File: src/sv/bvl_pkg.sv
// Package for the battery voltage to level block: the voltage table,
// per-segment interpolation constants, charge state codes and stage types.
// No dependencies.
`timescale 1ns / 1ps

package bvl_pkg;

   // Voltage table, top point first
   localparam int unsigned POINT_COUNT = 13;
   localparam int unsigned SEG_COUNT   = POINT_COUNT - 1;

   localparam int unsigned POINT_MV [POINT_COUNT] = '{
      4186, 4067, 3989, 3922, 3859, 3811, 3778,
      3751, 3717, 3671, 3646, 3579, 3500
   };
   localparam int unsigned POINT_PCT [POINT_COUNT] = '{
      100, 90, 80, 70, 60, 50, 40, 30, 20, 10, 5, 2, 0
   };

   // Field widths
   localparam int unsigned MV_W    = 16;
   localparam int unsigned FLAGS_W = 8;
   localparam int unsigned LEVEL_W = 7;
   localparam int unsigned STATE_W = 2;

   // Internal widths: segment index, offset in a segment, level step,
   // rounding numerator, reciprocal, quotient
   localparam int unsigned SEG_W   = 4;
   localparam int unsigned OFF_W   = 7;
   localparam int unsigned DP_W    = 4;
   localparam int unsigned NUM_W   = 12;
   localparam int unsigned RECIP_W = 15;
   localparam int unsigned QUOT_W  = 4;

   // Width of the numerator times reciprocal product
   localparam int unsigned PROD_W  = NUM_W + RECIP_W;

   // Reciprocal scale: floor(n * ceil(2^S / d) / 2^S) is exact for n * d < 2^S
   localparam int unsigned RECIP_SHIFT = 20;
   localparam int unsigned RECIP_ONE   = 1 << RECIP_SHIFT;

   localparam logic [MV_W-1:0] MV_FULL  = MV_W'(POINT_MV[0]);
   localparam logic [MV_W-1:0] MV_EMPTY = MV_W'(POINT_MV[POINT_COUNT-1]);
   localparam logic [LEVEL_W-1:0] LEVEL_FULL  = LEVEL_W'(POINT_PCT[0]);
   localparam logic [LEVEL_W-1:0] LEVEL_EMPTY = LEVEL_W'(POINT_PCT[POINT_COUNT-1]);

   // Segment span in mV (segment k runs from point k+1 up to point k)
   localparam int unsigned SEG_DV [SEG_COUNT] = '{
      POINT_MV[0]  - POINT_MV[1],  POINT_MV[1]  - POINT_MV[2],
      POINT_MV[2]  - POINT_MV[3],  POINT_MV[3]  - POINT_MV[4],
      POINT_MV[4]  - POINT_MV[5],  POINT_MV[5]  - POINT_MV[6],
      POINT_MV[6]  - POINT_MV[7],  POINT_MV[7]  - POINT_MV[8],
      POINT_MV[8]  - POINT_MV[9],  POINT_MV[9]  - POINT_MV[10],
      POINT_MV[10] - POINT_MV[11], POINT_MV[11] - POINT_MV[12]
   };

   // Level step over each segment
   localparam int unsigned SEG_DP [SEG_COUNT] = '{
      POINT_PCT[0]  - POINT_PCT[1],  POINT_PCT[1]  - POINT_PCT[2],
      POINT_PCT[2]  - POINT_PCT[3],  POINT_PCT[3]  - POINT_PCT[4],
      POINT_PCT[4]  - POINT_PCT[5],  POINT_PCT[5]  - POINT_PCT[6],
      POINT_PCT[6]  - POINT_PCT[7],  POINT_PCT[7]  - POINT_PCT[8],
      POINT_PCT[8]  - POINT_PCT[9],  POINT_PCT[9]  - POINT_PCT[10],
      POINT_PCT[10] - POINT_PCT[11], POINT_PCT[11] - POINT_PCT[12]
   };

   // ceil(2^S / (2 * dv)) per segment
   localparam int unsigned SEG_RECIP [SEG_COUNT] = '{
      (RECIP_ONE + 2*SEG_DV[0]  - 1) / (2*SEG_DV[0]),
      (RECIP_ONE + 2*SEG_DV[1]  - 1) / (2*SEG_DV[1]),
      (RECIP_ONE + 2*SEG_DV[2]  - 1) / (2*SEG_DV[2]),
      (RECIP_ONE + 2*SEG_DV[3]  - 1) / (2*SEG_DV[3]),
      (RECIP_ONE + 2*SEG_DV[4]  - 1) / (2*SEG_DV[4]),
      (RECIP_ONE + 2*SEG_DV[5]  - 1) / (2*SEG_DV[5]),
      (RECIP_ONE + 2*SEG_DV[6]  - 1) / (2*SEG_DV[6]),
      (RECIP_ONE + 2*SEG_DV[7]  - 1) / (2*SEG_DV[7]),
      (RECIP_ONE + 2*SEG_DV[8]  - 1) / (2*SEG_DV[8]),
      (RECIP_ONE + 2*SEG_DV[9]  - 1) / (2*SEG_DV[9]),
      (RECIP_ONE + 2*SEG_DV[10] - 1) / (2*SEG_DV[10]),
      (RECIP_ONE + 2*SEG_DV[11] - 1) / (2*SEG_DV[11])
   };

   // Flag bits of the report
   localparam int unsigned FLAG_CHARGING = 7;
   localparam int unsigned FLAG_SLOW     = 4;
   localparam logic [1:0]  SUBSTATE_FULL = 2'h1;

   typedef enum logic [STATE_W-1:0] {
      STATE_DISCHARGING = 2'd0,
      STATE_RECHARGING  = 2'd1,
      STATE_FULL        = 2'd2,
      STATE_SLOW        = 2'd3
   } charge_state_type;

   // Level saturation class of a word
   typedef enum logic [1:0] {
      SAT_NONE  = 2'd0,
      SAT_FULL  = 2'd1,
      SAT_EMPTY = 2'd2
   } sat_type;

   // First stage result: segment found and offset within it
   typedef struct packed {
      logic                      valid;
      sat_type                   sat;
      logic [SEG_W-1:0]          seg;
      logic [OFF_W-1:0]          off;
      charge_state_type          state;
   } seg_word_type;

endpackage

File: src/sv/bvl_seg_find.sv
// First pipeline stage: classifies the voltage against the table, finds the
// bracketing segment and offset, and decodes the charge state.
// Depends on bvl_pkg.
`timescale 1ns / 1ps

module bvl_seg_find (
   input  logic                               clock,
   input  logic                               reset,
   input  logic                               in_valid,
   input  logic [bvl_pkg::MV_W-1:0]           voltage_mv,
   input  logic [bvl_pkg::FLAGS_W-1:0]        charge_flags,
   output bvl_pkg::seg_word_type              seg_word
);

   bvl_pkg::seg_word_type seg_ff;
   bvl_pkg::seg_word_type seg_in;

   // Segment search: the lowest-numbered segment whose bottom point is at or
   // below the voltage; compares and offsets run in parallel
   always_comb begin
      seg_in       = seg_ff;
      seg_in.valid = in_valid;
      seg_in.seg   = '0;
      seg_in.off   = '0;
      for (int k = bvl_pkg::SEG_COUNT - 1; k >= 0; k--) begin
         if (voltage_mv >= bvl_pkg::MV_W'(bvl_pkg::POINT_MV[k+1])) begin
            seg_in.seg = bvl_pkg::SEG_W'(k);
            seg_in.off = bvl_pkg::OFF_W'(voltage_mv
                                         - bvl_pkg::MV_W'(bvl_pkg::POINT_MV[k+1]));
         end
      end

      // Saturation at either end of the table
      if (voltage_mv >= bvl_pkg::MV_FULL) begin
         seg_in.sat = bvl_pkg::SAT_FULL;
      end else if (voltage_mv <= bvl_pkg::MV_EMPTY) begin
         seg_in.sat = bvl_pkg::SAT_EMPTY;
      end else begin
         seg_in.sat = bvl_pkg::SAT_NONE;
      end

      // Charge state; slow recharge wins over everything
      if (charge_flags[bvl_pkg::FLAG_SLOW]) begin
         seg_in.state = bvl_pkg::STATE_SLOW;
      end else if (charge_flags[bvl_pkg::FLAG_CHARGING]) begin
         if (charge_flags[1:0] == bvl_pkg::SUBSTATE_FULL) begin
            seg_in.state = bvl_pkg::STATE_FULL;
         end else begin
            seg_in.state = bvl_pkg::STATE_RECHARGING;
         end
      end else begin
         seg_in.state = bvl_pkg::STATE_DISCHARGING;
      end
   end

   // Stage register
   always_ff @(posedge clock) begin
      if (reset) begin
         seg_ff <= '0;
      end else begin
         seg_ff <= seg_in;
      end
   end

   assign seg_word = seg_ff;

endmodule

File: src/sv/battery_voltage_to_level.sv
// Top level of the battery voltage to level block: four-stage pipeline
// (segment search, rounding numerator, reciprocal multiply, level add).
// Depends on bvl_pkg and bvl_seg_find.
`timescale 1ns / 1ps

// Takes one battery report word per cycle (busy is always low) and gives one
// result word per report on rsp_strobe for a single cycle; the receiver
// cannot hold results off. Each report passes through four register stages:
// table search, numerator multiply-add, multiply by the segment reciprocal,
// and the final level add. Reports are independent, so any pattern of start
// pulses is handled at full rate.

module battery_voltage_to_level (
   input  logic                                clock,
   input  logic                                reset,
   input  logic                                start,
   output logic                                busy,
   input  logic [bvl_pkg::MV_W-1:0]            req_voltage_mv,
   input  logic [bvl_pkg::FLAGS_W-1:0]         req_charge_flags,
   output logic                                rsp_strobe,
   output logic [bvl_pkg::LEVEL_W-1:0]         rsp_level_percent,
   output logic [bvl_pkg::STATE_W-1:0]         rsp_charge_state
);

   bvl_pkg::seg_word_type s1;

   // Stage 2 registers
   logic                              s2_valid_ff;
   bvl_pkg::sat_type                  s2_sat_ff;
   logic [bvl_pkg::SEG_W-1:0]         s2_seg_ff;
   logic [bvl_pkg::NUM_W-1:0]         s2_num_ff, s2_num_in;
   bvl_pkg::charge_state_type         s2_state_ff;

   // Stage 3 registers
   logic                              s3_valid_ff;
   bvl_pkg::sat_type                  s3_sat_ff;
   logic [bvl_pkg::SEG_W-1:0]         s3_seg_ff;
   logic [bvl_pkg::QUOT_W-1:0]        s3_quot_ff, s3_quot_in;
   bvl_pkg::charge_state_type         s3_state_ff;
   logic [bvl_pkg::PROD_W-1:0]        s3_prod;

   // Output registers
   logic                              out_valid_ff;
   logic [bvl_pkg::LEVEL_W-1:0]       out_level_ff, out_level_in;
   bvl_pkg::charge_state_type         out_state_ff;

   assign busy = 1'b0;

   bvl_seg_find u_seg_find (
      .clock        (clock),
      .reset        (reset),
      .in_valid     (start & ~busy),
      .voltage_mv   (req_voltage_mv),
      .charge_flags (req_charge_flags),
      .seg_word     (s1)
   );

   // Stage 2: n = 2 * dp * off + dv
   always_comb begin
      s2_num_in = bvl_pkg::NUM_W'(
                     {bvl_pkg::DP_W'(bvl_pkg::SEG_DP[s1.seg]), 1'b0} * s1.off
                   + bvl_pkg::NUM_W'(bvl_pkg::SEG_DV[s1.seg]));
   end

   always_ff @(posedge clock) begin
      s2_sat_ff   <= s1.sat;
      s2_seg_ff   <= s1.seg;
      s2_num_ff   <= s2_num_in;
      s2_state_ff <= s1.state;
      if (reset) begin
         s2_valid_ff <= 1'b0;
      end else begin
         s2_valid_ff <= s1.valid;
      end
   end

   // Stage 3: n / (2 * dv) by the segment reciprocal, exact for this range
   always_comb begin
      s3_prod    = bvl_pkg::PROD_W'(s2_num_ff)
                 * bvl_pkg::PROD_W'(bvl_pkg::RECIP_W'(bvl_pkg::SEG_RECIP[s2_seg_ff]));
      s3_quot_in = s3_prod[bvl_pkg::RECIP_SHIFT +: bvl_pkg::QUOT_W];
   end

   always_ff @(posedge clock) begin
      s3_sat_ff   <= s2_sat_ff;
      s3_seg_ff   <= s2_seg_ff;
      s3_quot_ff  <= s3_quot_in;
      s3_state_ff <= s2_state_ff;
      if (reset) begin
         s3_valid_ff <= 1'b0;
      end else begin
         s3_valid_ff <= s2_valid_ff;
      end
   end

   // Stage 4: saturated level at either end, else bottom level of the segment plus the rounded step
   always_comb begin
      case (s3_sat_ff)
         bvl_pkg::SAT_FULL:  out_level_in = bvl_pkg::LEVEL_FULL;
         bvl_pkg::SAT_EMPTY: out_level_in = bvl_pkg::LEVEL_EMPTY;
         default: begin
            out_level_in = bvl_pkg::LEVEL_W'(bvl_pkg::POINT_PCT[s3_seg_ff + 1'b1])
                         + bvl_pkg::LEVEL_W'(s3_quot_ff);
         end
      endcase
   end

   always_ff @(posedge clock) begin
      out_level_ff <= out_level_in;
      out_state_ff <= s3_state_ff;
      if (reset) begin
         out_valid_ff <= 1'b0;
      end else begin
         out_valid_ff <= s3_valid_ff;
      end
   end

   assign rsp_strobe        = out_valid_ff;
   assign rsp_level_percent = out_level_ff;
   assign rsp_charge_state  = out_state_ff;

endmodule

File: config.mk
export PLATFORM = sky130hd
export DESIGN_NAME = battery_voltage_to_level
export DESIGN_NICKNAME = d
export VERILOG_FILES = /design/src/sv/bvl_pkg.sv /design/src/sv/bvl_seg_find.sv /design/src/sv/battery_voltage_to_level.sv
export SDC_FILE = /design/constraint.sdc
export NUM_CORES = 1
export LEC_CHECK = 0
export CORE_MARGIN = 4
export CORE_UTILIZATION = 60
export CTS_BUF_LIST = sky130_fd_sc_hd__clkbuf_8
export DETAILED_ROUTE_END_ITERATION = 7
export DONT_BUFFER_PORTS = 1
export PLACE_DENSITY = 0.76
export SYNTH_ARGS = -nofsm -noshare
export SYNTH_HDL_FRONTEND = slang
export SYNTH_SLANG_ARGS = --single-unit
File: constraint.sdc
create_clock -name clock -period 7.1 [get_ports clock]
set_clock_uncertainty 0.05 [all_clocks]
set_input_delay 0.355 -clock clock [delete_from_list [all_inputs] [get_ports clock]]
set_output_delay 0.355 -clock clock [all_outputs]
set_load 0.05 [all_outputs]
Word-level counts from Yosys, hierarchy flattened
Memory sizes are Yosys's and may differ from the RTL's.
Cells that the tools add are included.
{"block": "op_classes", "n_addsub": 15, "multipliers": 2, "n_lt_le_gt_ge": 17, "eq_ne": 3, "n_mux": 26, "bitwise_logic": 3, "reduce_logical": 5}
{"op": "$ge A16 B12 Y1 const B", "n": 12}
{"op": "$mux W11", "n": 4}
{"op": "$sub A7 B7 Y7 const B", "n": 6}
{"op": "$mux W10", "n": 4}
{"op": "$mux W15", "n": 2}
{"op": "$mul A12 B15 Y24", "n": 1}
{"op": "$mux W12", "n": 2}
{"op": "$mux W7", "n": 3}
{"op": "$sub A7 B6 Y7 const B", "n": 3}
{"op": "$mux W9", "n": 2}
{"op": "$ge A16 B13 Y1 const B", "n": 1}
{"op": "$le A16 B12 Y1 const B", "n": 1}
{"op": "$ge A5 B5 Y1 const B", "n": 3}
{"op": "$not A4 Y5", "n": 3}
{"op": "$pmux W7 S2", "n": 1}
{"op": "$sub A7 B5 Y7 const B", "n": 2}
{"op": "$add A12 B12 Y12", "n": 1}
{"op": "$mul A4 B7 Y11", "n": 1}
{"op": "$reduce_or A9 Y1", "n": 1}
{"op": "$mux W2", "n": 4}
{"op": "$mux W4", "n": 2}
{"op": "$mux W8", "n": 1}
{"op": "$add A7 B4 Y7", "n": 1}
{"op": "$sub A7 B3 Y7 const B", "n": 1}
{"op": "7 further kinds", "n": 9}
{"block": "totals", "regBits": 60, "mem_bits_ro": 2048, "inputBits": 27, "word_cells": 97, "n_memories": 4}
{"memory": "(name not given)", "words": 16, "word_bits": 32, "read_ports": 1, "rd_clocked_by_memory_dff": 0, "wr": 0, "line": "battery_voltage_to_level.sv:102", "text": "out_level_in = bvl_pkg::LEVEL_W'(bvl_pkg::POINT_PCT[s3_seg_ff + 1'b1])"}
{"memory": "(name not given)", "words": 16, "word_bits": 32, "read_ports": 1, "rd_clocked_by_memory_dff": 0, "wr": 0, "line": "battery_voltage_to_level.sv:80", "text": "* bvl_pkg::PROD_W'(bvl_pkg::RECIP_W'(bvl_pkg::SEG_RECIP[s2_seg_ff]));"}
{"memory": "(name not given)", "words": 16, "word_bits": 32, "read_ports": 1, "rd_clocked_by_memory_dff": 0, "wr": 0, "line": "battery_voltage_to_level.sv:62", "text": "+ bvl_pkg::NUM_W'(bvl_pkg::SEG_DV[s1.seg]));"}
{"memory": "(name not given)", "words": 16, "word_bits": 32, "read_ports": 1, "rd_clocked_by_memory_dff": 0, "wr": 0, "line": "battery_voltage_to_level.sv:61", "text": "{bvl_pkg::DP_W'(bvl_pkg::SEG_DP[s1.seg]), 1'b0} * s1.off"}

Logic depth before layout (Yosys ltp)
{"block": "logic_depth", "ltp_word": 13, "depth_mapped": 26, "ltp_nobuf": 25}

Modules after synthesis
A second synthesis with hierarchy kept.
{"block": "unflattened", "cells_unflattened": 1269, "area_unflattened_um2": 10517.6}
{"mod": "battery_voltage_to_level", "instances": 1, "cells_each": 923, "area_per_inst_um2": 8013.9, "seq_area_each_um2": 880.8}
{"mod": "bvl_seg_find", "instances": 1, "cells_each": 346, "area_per_inst_um2": 2503.7, "seq_area_each_um2": 320.3}

Worst setup path before layout
No wires, ideal clock.
{"block": "synth_timing", "kind": "register -> register", "startpoint": "register s2_seg_ff[0] in the netlist's numbering", "endpoint": "register s3_quot_ff[0] in the netlist's numbering", "setup_time_ns": 0.123, "arrival_time_ns": 5.955, "required_time_ns": 6.927, "path_slack_ns": 0.972, "path_stages_with_launch": 23, "path_buffers": 1, "synth_period_minus_slack_ns": 6.128, "cell_sequence": "dfxtp_1 > inv_1 > ha_1 > nand2b_1 > a31oi_1 > clkbuf_1 > nand2_1 > fa_1 > fa_1 > fa_1 > inv_1 > fa_1 > inv_1 > fa_1 > inv_1 > ha_1 > a211oi_1 > nand2_1 > a2111o_1 > a31o_1 > a41oi_1 > o21ai_1 > xor2_1"}
{"block": "synth_via", "elab_chain_len": 5}
{"item": "start: declaration", "line": "battery_voltage_to_level.sv:30", "text": "logic [bvl_pkg::SEG_W-1:0] s2_seg_ff;"}
{"item": "start signal: assignment", "line": "battery_voltage_to_level.sv:67", "text": "s2_seg_ff <= s1.seg;"}
{"item": "$not A4 Y5 (not written as such)", "line": "battery_voltage_to_level.sv:80"}
{"item": "$mem_v2 Z16 W32"}
{"item": "$mux W15 (not written as such) (2 in series)", "line": "battery_voltage_to_level.sv:80"}
{"item": "$mul A12 B15 Y24", "line": "battery_voltage_to_level.sv:80"}
{"item": "net s3_prod, one bit", "line": "battery_voltage_to_level.sv:40", "text": "logic [bvl_pkg::PROD_W-1:0] s3_prod;"}
{"item": "end signal: assignment", "line": "battery_voltage_to_level.sv:87", "text": "s3_quot_ff <= s3_quot_in;"}
{"item": "end: declaration", "line": "battery_voltage_to_level.sv:38", "text": "logic [bvl_pkg::QUOT_W-1:0] s3_quot_ff, s3_quot_in;"}
The timed path passes the listed nets, and every way through them passes these cells. The select of a mux whose other input is x is not followed.
A chain may end at the register's enable or synchronous reset.

Final worst setup path
Same ends and word-level chain as after synthesis.

==> key figures <==
Setup path
  • Worst EP arrival: 6.62 ns
  • R2R Setup Slk: 0.68 ns
  • Largest fanout on the critical path: 12
  • R2R Path End: s3_quot_ff[0]$_DFF_P_
  • CP dominant cell by count: fa_1
  • Crit end category: flop
  • Max stage delay cell, worst path: dfxtp_1
  • Reg-to-Reg Start: s2_seg_ff[0]$_DFF_P_
  • Worst Path Required: 7.30 ns
  • CP Cell Sequence: inv_1 > ha_1 > nand2b_1 > a31oi_1 > buf_4 > nand2_1 > fa_1 > fa_1 > fa_1 > inv_1 > fa_1 > inv_1 > fa_1 > inv_1 > ha_1 > a211oi_1 > nand2_1 > a2111o_1 > a31o_1 > a41oi_1 > o21ai_1 > xor2_1
  • Startpoint types: flop
  • Reg2Reg Depth: 22
  • Setup CP Type: flop to flop
  • Crit-path max cell delay: 0.59 ns

Clock network
  • CTS root buffer: clkbuf_8
  • Later-pin clock latency in the skew report: 0.35 ns
  • CTS tree: done
  • Maximum clock insertion buffer count: 2
  • Clock sink count: 60
  • Cts bufs inserted: 9
  • Worst-path clk slew: 0.08 ns
  • Htree depth: 3

Hold path
  • Hold wc startpoint: reset
  • Hold EP: s2_valid_ff$_SDFF_PP0_
  • Hold WC Path Type: input pin to flop
  • Hold path cells: 1

Routing
  • Initial detailed-routing violation count: 812
  • DRT antenna net count: 0
  • Drt drc: 0
  • Routed wire per std cell: 16.6 um
  • Number of vias per cell: 5.83
  • Routed via count: 8335
  • Drt total wl: 23700 um
  • DRT Pass-1 Iters: 6

Synth
  • Yosys cell types: 82
  • Synthesized cell area: 10300 um^2
  • Synth Flop Type: dfxtp_1
  • Synth Register Bits: 60
  • Synthesis warning total: 0
  • Synth Instances: 1236
  • Synthesized net count: 1508
  • Post-synthesis sequential area ratio: 11.7%
  • Asr flop ratio synth: 0%
  • Synth Area per Inst: 8.31 um^2
  • Number of enable flip-flop cells after synthesis: 0

Cells and area
  • Diodes inserted: 0
  • Most frequent cells in the layout: inv_1, nand2_1, fa_1, ha_1, and2_1
  • Design Area, Final: 10700 um^2
  • Synth-to-Final Area Change: 3.72%
  • Commonest non-fill, non-tap cell in the layout: inv_1
  • Layout fillers: 1451
  • Ratio of cells with drive above 1 in the final layout: 4.22%
  • Layout Nets: 1476

STA
  • Final Setup Violations: 0
  • Period utilization: 90.5%
  • Fmax: 156 MHz
  • Slew @ Worst Pin: 1.05 ns
  • Fin Setup TNS: 0 ns
  • Slew HR: 29.5%
  • Hold Vio Cnt, Final: 0
  • Max Slew Vio Count: 0
  • Unrepaired setup endpoints after global routing: false
  • Tmin final: 6.42 ns

Floorplanning
  • Die area: 19300 um^2
  • I/O Pins: 38
  • Cell row count: 47
  • Die width: 139 um
  • Core area: 16700 um^2
  • Initial Util: 61.5%
  • Die Ht: 139 um

Place
  • GPL Wtd Cong: 0.941
  • Hpwl dp: 18400 um
  • Count of input and output buffers: 0
  • Post-DP Area: 10400 um^2

Power and ir drop
  • VDD IR max: 931 uV
  • Cell Pwr Density: 373 nW/um^2
  • Leak: 0.00516 uW

Global route
  • First-pass GRT wire length: 40900 um
  • Gr ovfl total: 0
  • Largest net degree at the start of global routing: 32
  • Number of global-route vias before repair: 8422
  • Overall routing resource usage: 25.4%
  • Initial antenna violation count: 0

Run
  • Number of max-cap violations: 0

Status
  • Status: finished, final reports clean
flip-flops by register name (all words and copies together) (netlist names):
register	cells
u_seg_find.seg_word	16
rsp_level_percent	7
rsp_charge_state	2
s3_seg_ff	4
rsp_strobe	1
s3_quot_ff	4
s2_num_ff	12
s2_state_ff	2
s3_sat_ff	2
s3_state_ff	2
s2_valid_ff	1
s2_sat_ff	2
s3_valid_ff	1
s2_seg_ff	4
critical path: cells and delay by family (launching register included):
kind	cells	cell delay (ns)
adder cells (fa/ha/maj)	7	3.23
AO/OA/AOI/OAI	6	1.39
flip-flops	1	0.59
buffers and inverters	5	0.56
AND/OR/NAND/NOR	3	0.36
XOR/XNOR	1	0.15
metal layers:
| layer | GRT usage (%) | share of wire, % | vias up |
|---|---|---|---|
| li1 | - | - | 3912 |
| met1 | 34.4 | 42 | 4017 |
| met2 | 42.8 | 49 | 351 |
| met3 | 3.83 | 7.2 | 55 |
| met4 | 7.05 | 2.1 | 0 |
| met5 | 0 | 0 | - |
layout make-up:
class,count,area [um^2],share of cell area (%)
inverters,203,763,7.17
repair buffers,18,138,1.29
multi-input cells,912,8050,75.6
clock buffers,10,138,1.29
well taps,220,275,2.58
flip-flops and latches,60,1200,11.3
clock inverters,6,86.3,0.811
cells in the mapped netlist, drive strengths merged (4+ instances only):
library cell	instances	area share, %
o2111ai	4	0.34
a31oi	17	1.0
o221ai	5	0.43
nor3b	6	0.44
nand2b	11	0.67
a211oi	13	1.0
mux2i	7	0.68
dfxtp	60	12
nand3	23	1.1
and2	64	3.9
a21o	14	1.0
or3	4	0.24
nand2	174	6.4
o211ai	4	0.34
or4	5	0.40
ha	106	13
nor3	10	0.60
clkbuf	47	1.7
a31o	4	0.34
o31ai	7	0.51
a21boi	9	0.66
xnor2	39	3.3
nor2b	15	0.91
o21bai	4	0.29
and3	10	0.61
a21oi	52	2.5
nor2	51	1.9
buf	14	0.77
xor2	17	1.4
nor4	4	0.45
o21a	11	0.82
inv	202	7.4
o21ai	37	1.8
fa	139	27
power by group:
part           leakage, uW  total [uW]  switching (uW)  internal [uW]
registers         0.000497         539             149            391
clock network     0.000113         345             138            207
logic              0.00455        3090            1750           1340
worst max-delay path by stage:
stage	end	startpoint	cells past startpoint	slack [ns]
2_1_floorplan	s3_quot_ff[0]$_DFF_P_	s2_seg_ff[0]$_DFF_P_	22	0.97
5_1_grt	s3_quot_ff[0]$_DFF_P_	s2_seg_ff[0]$_DFF_P_	24	0.16
6_report	s3_quot_ff[0]$_DFF_P_	s2_seg_ff[0]$_DFF_P_	22	0.68
4_1_cts	s3_quot_ff[0]$_DFF_P_	s2_seg_ff[0]$_DFF_P_	22	0.69
3_3_place_gp	s3_quot_ff[0]$_DFF_P_	s2_seg_ff[0]$_DFF_P_	22	0.78
3_5_place_dp	s3_quot_ff[0]$_DFF_P_	s2_seg_ff[0]$_DFF_P_	22	0.68
per-stage QoR:
| step | instances | worst slack (ns) | util, % | hold slack (ns) | total power, uW |
|---|---|---|---|---|---|
| after floorplan | 1236 | 0.972 | - | 0.260 | 2930 |
| after global placement | 1412 | 0.777 | 62.4 | 0.260 | 3550 |
| after detailed placement | 1412 | 0.676 | 62.4 | 0.262 | 3660 |
| after CTS | 1429 | 0.691 | 63.8 | 0.00245 | 4020 |
| after global routing | 1429 | 0.162 | 63.8 | 0.0000914 | 4630 |
| final | 1429 | 0.676 | 63.8 | 0.0259 | 3970 |
cells by family after synthesis:
group | Yosys count | share of synthesized area, %
and+or+nand+nor | 390 | 18.6
buffers and inverters | 264 | 9.92
adders and majority gates | 245 | 40.0
AOI/OAI and AO/OA | 210 | 13.9
DFF | 60 | 11.7
xor gates and xnor gates | 56 | 4.78
muxes | 10 | 1.01
other | 1 | 0.0365
timing repair:
item	in CTS	in global routing
gates resized for setup	0	0
hold buffers	1	0
buffers inserted	0	0
hold endpoints to repair	5	0
(Power assumes the default switching activity.)
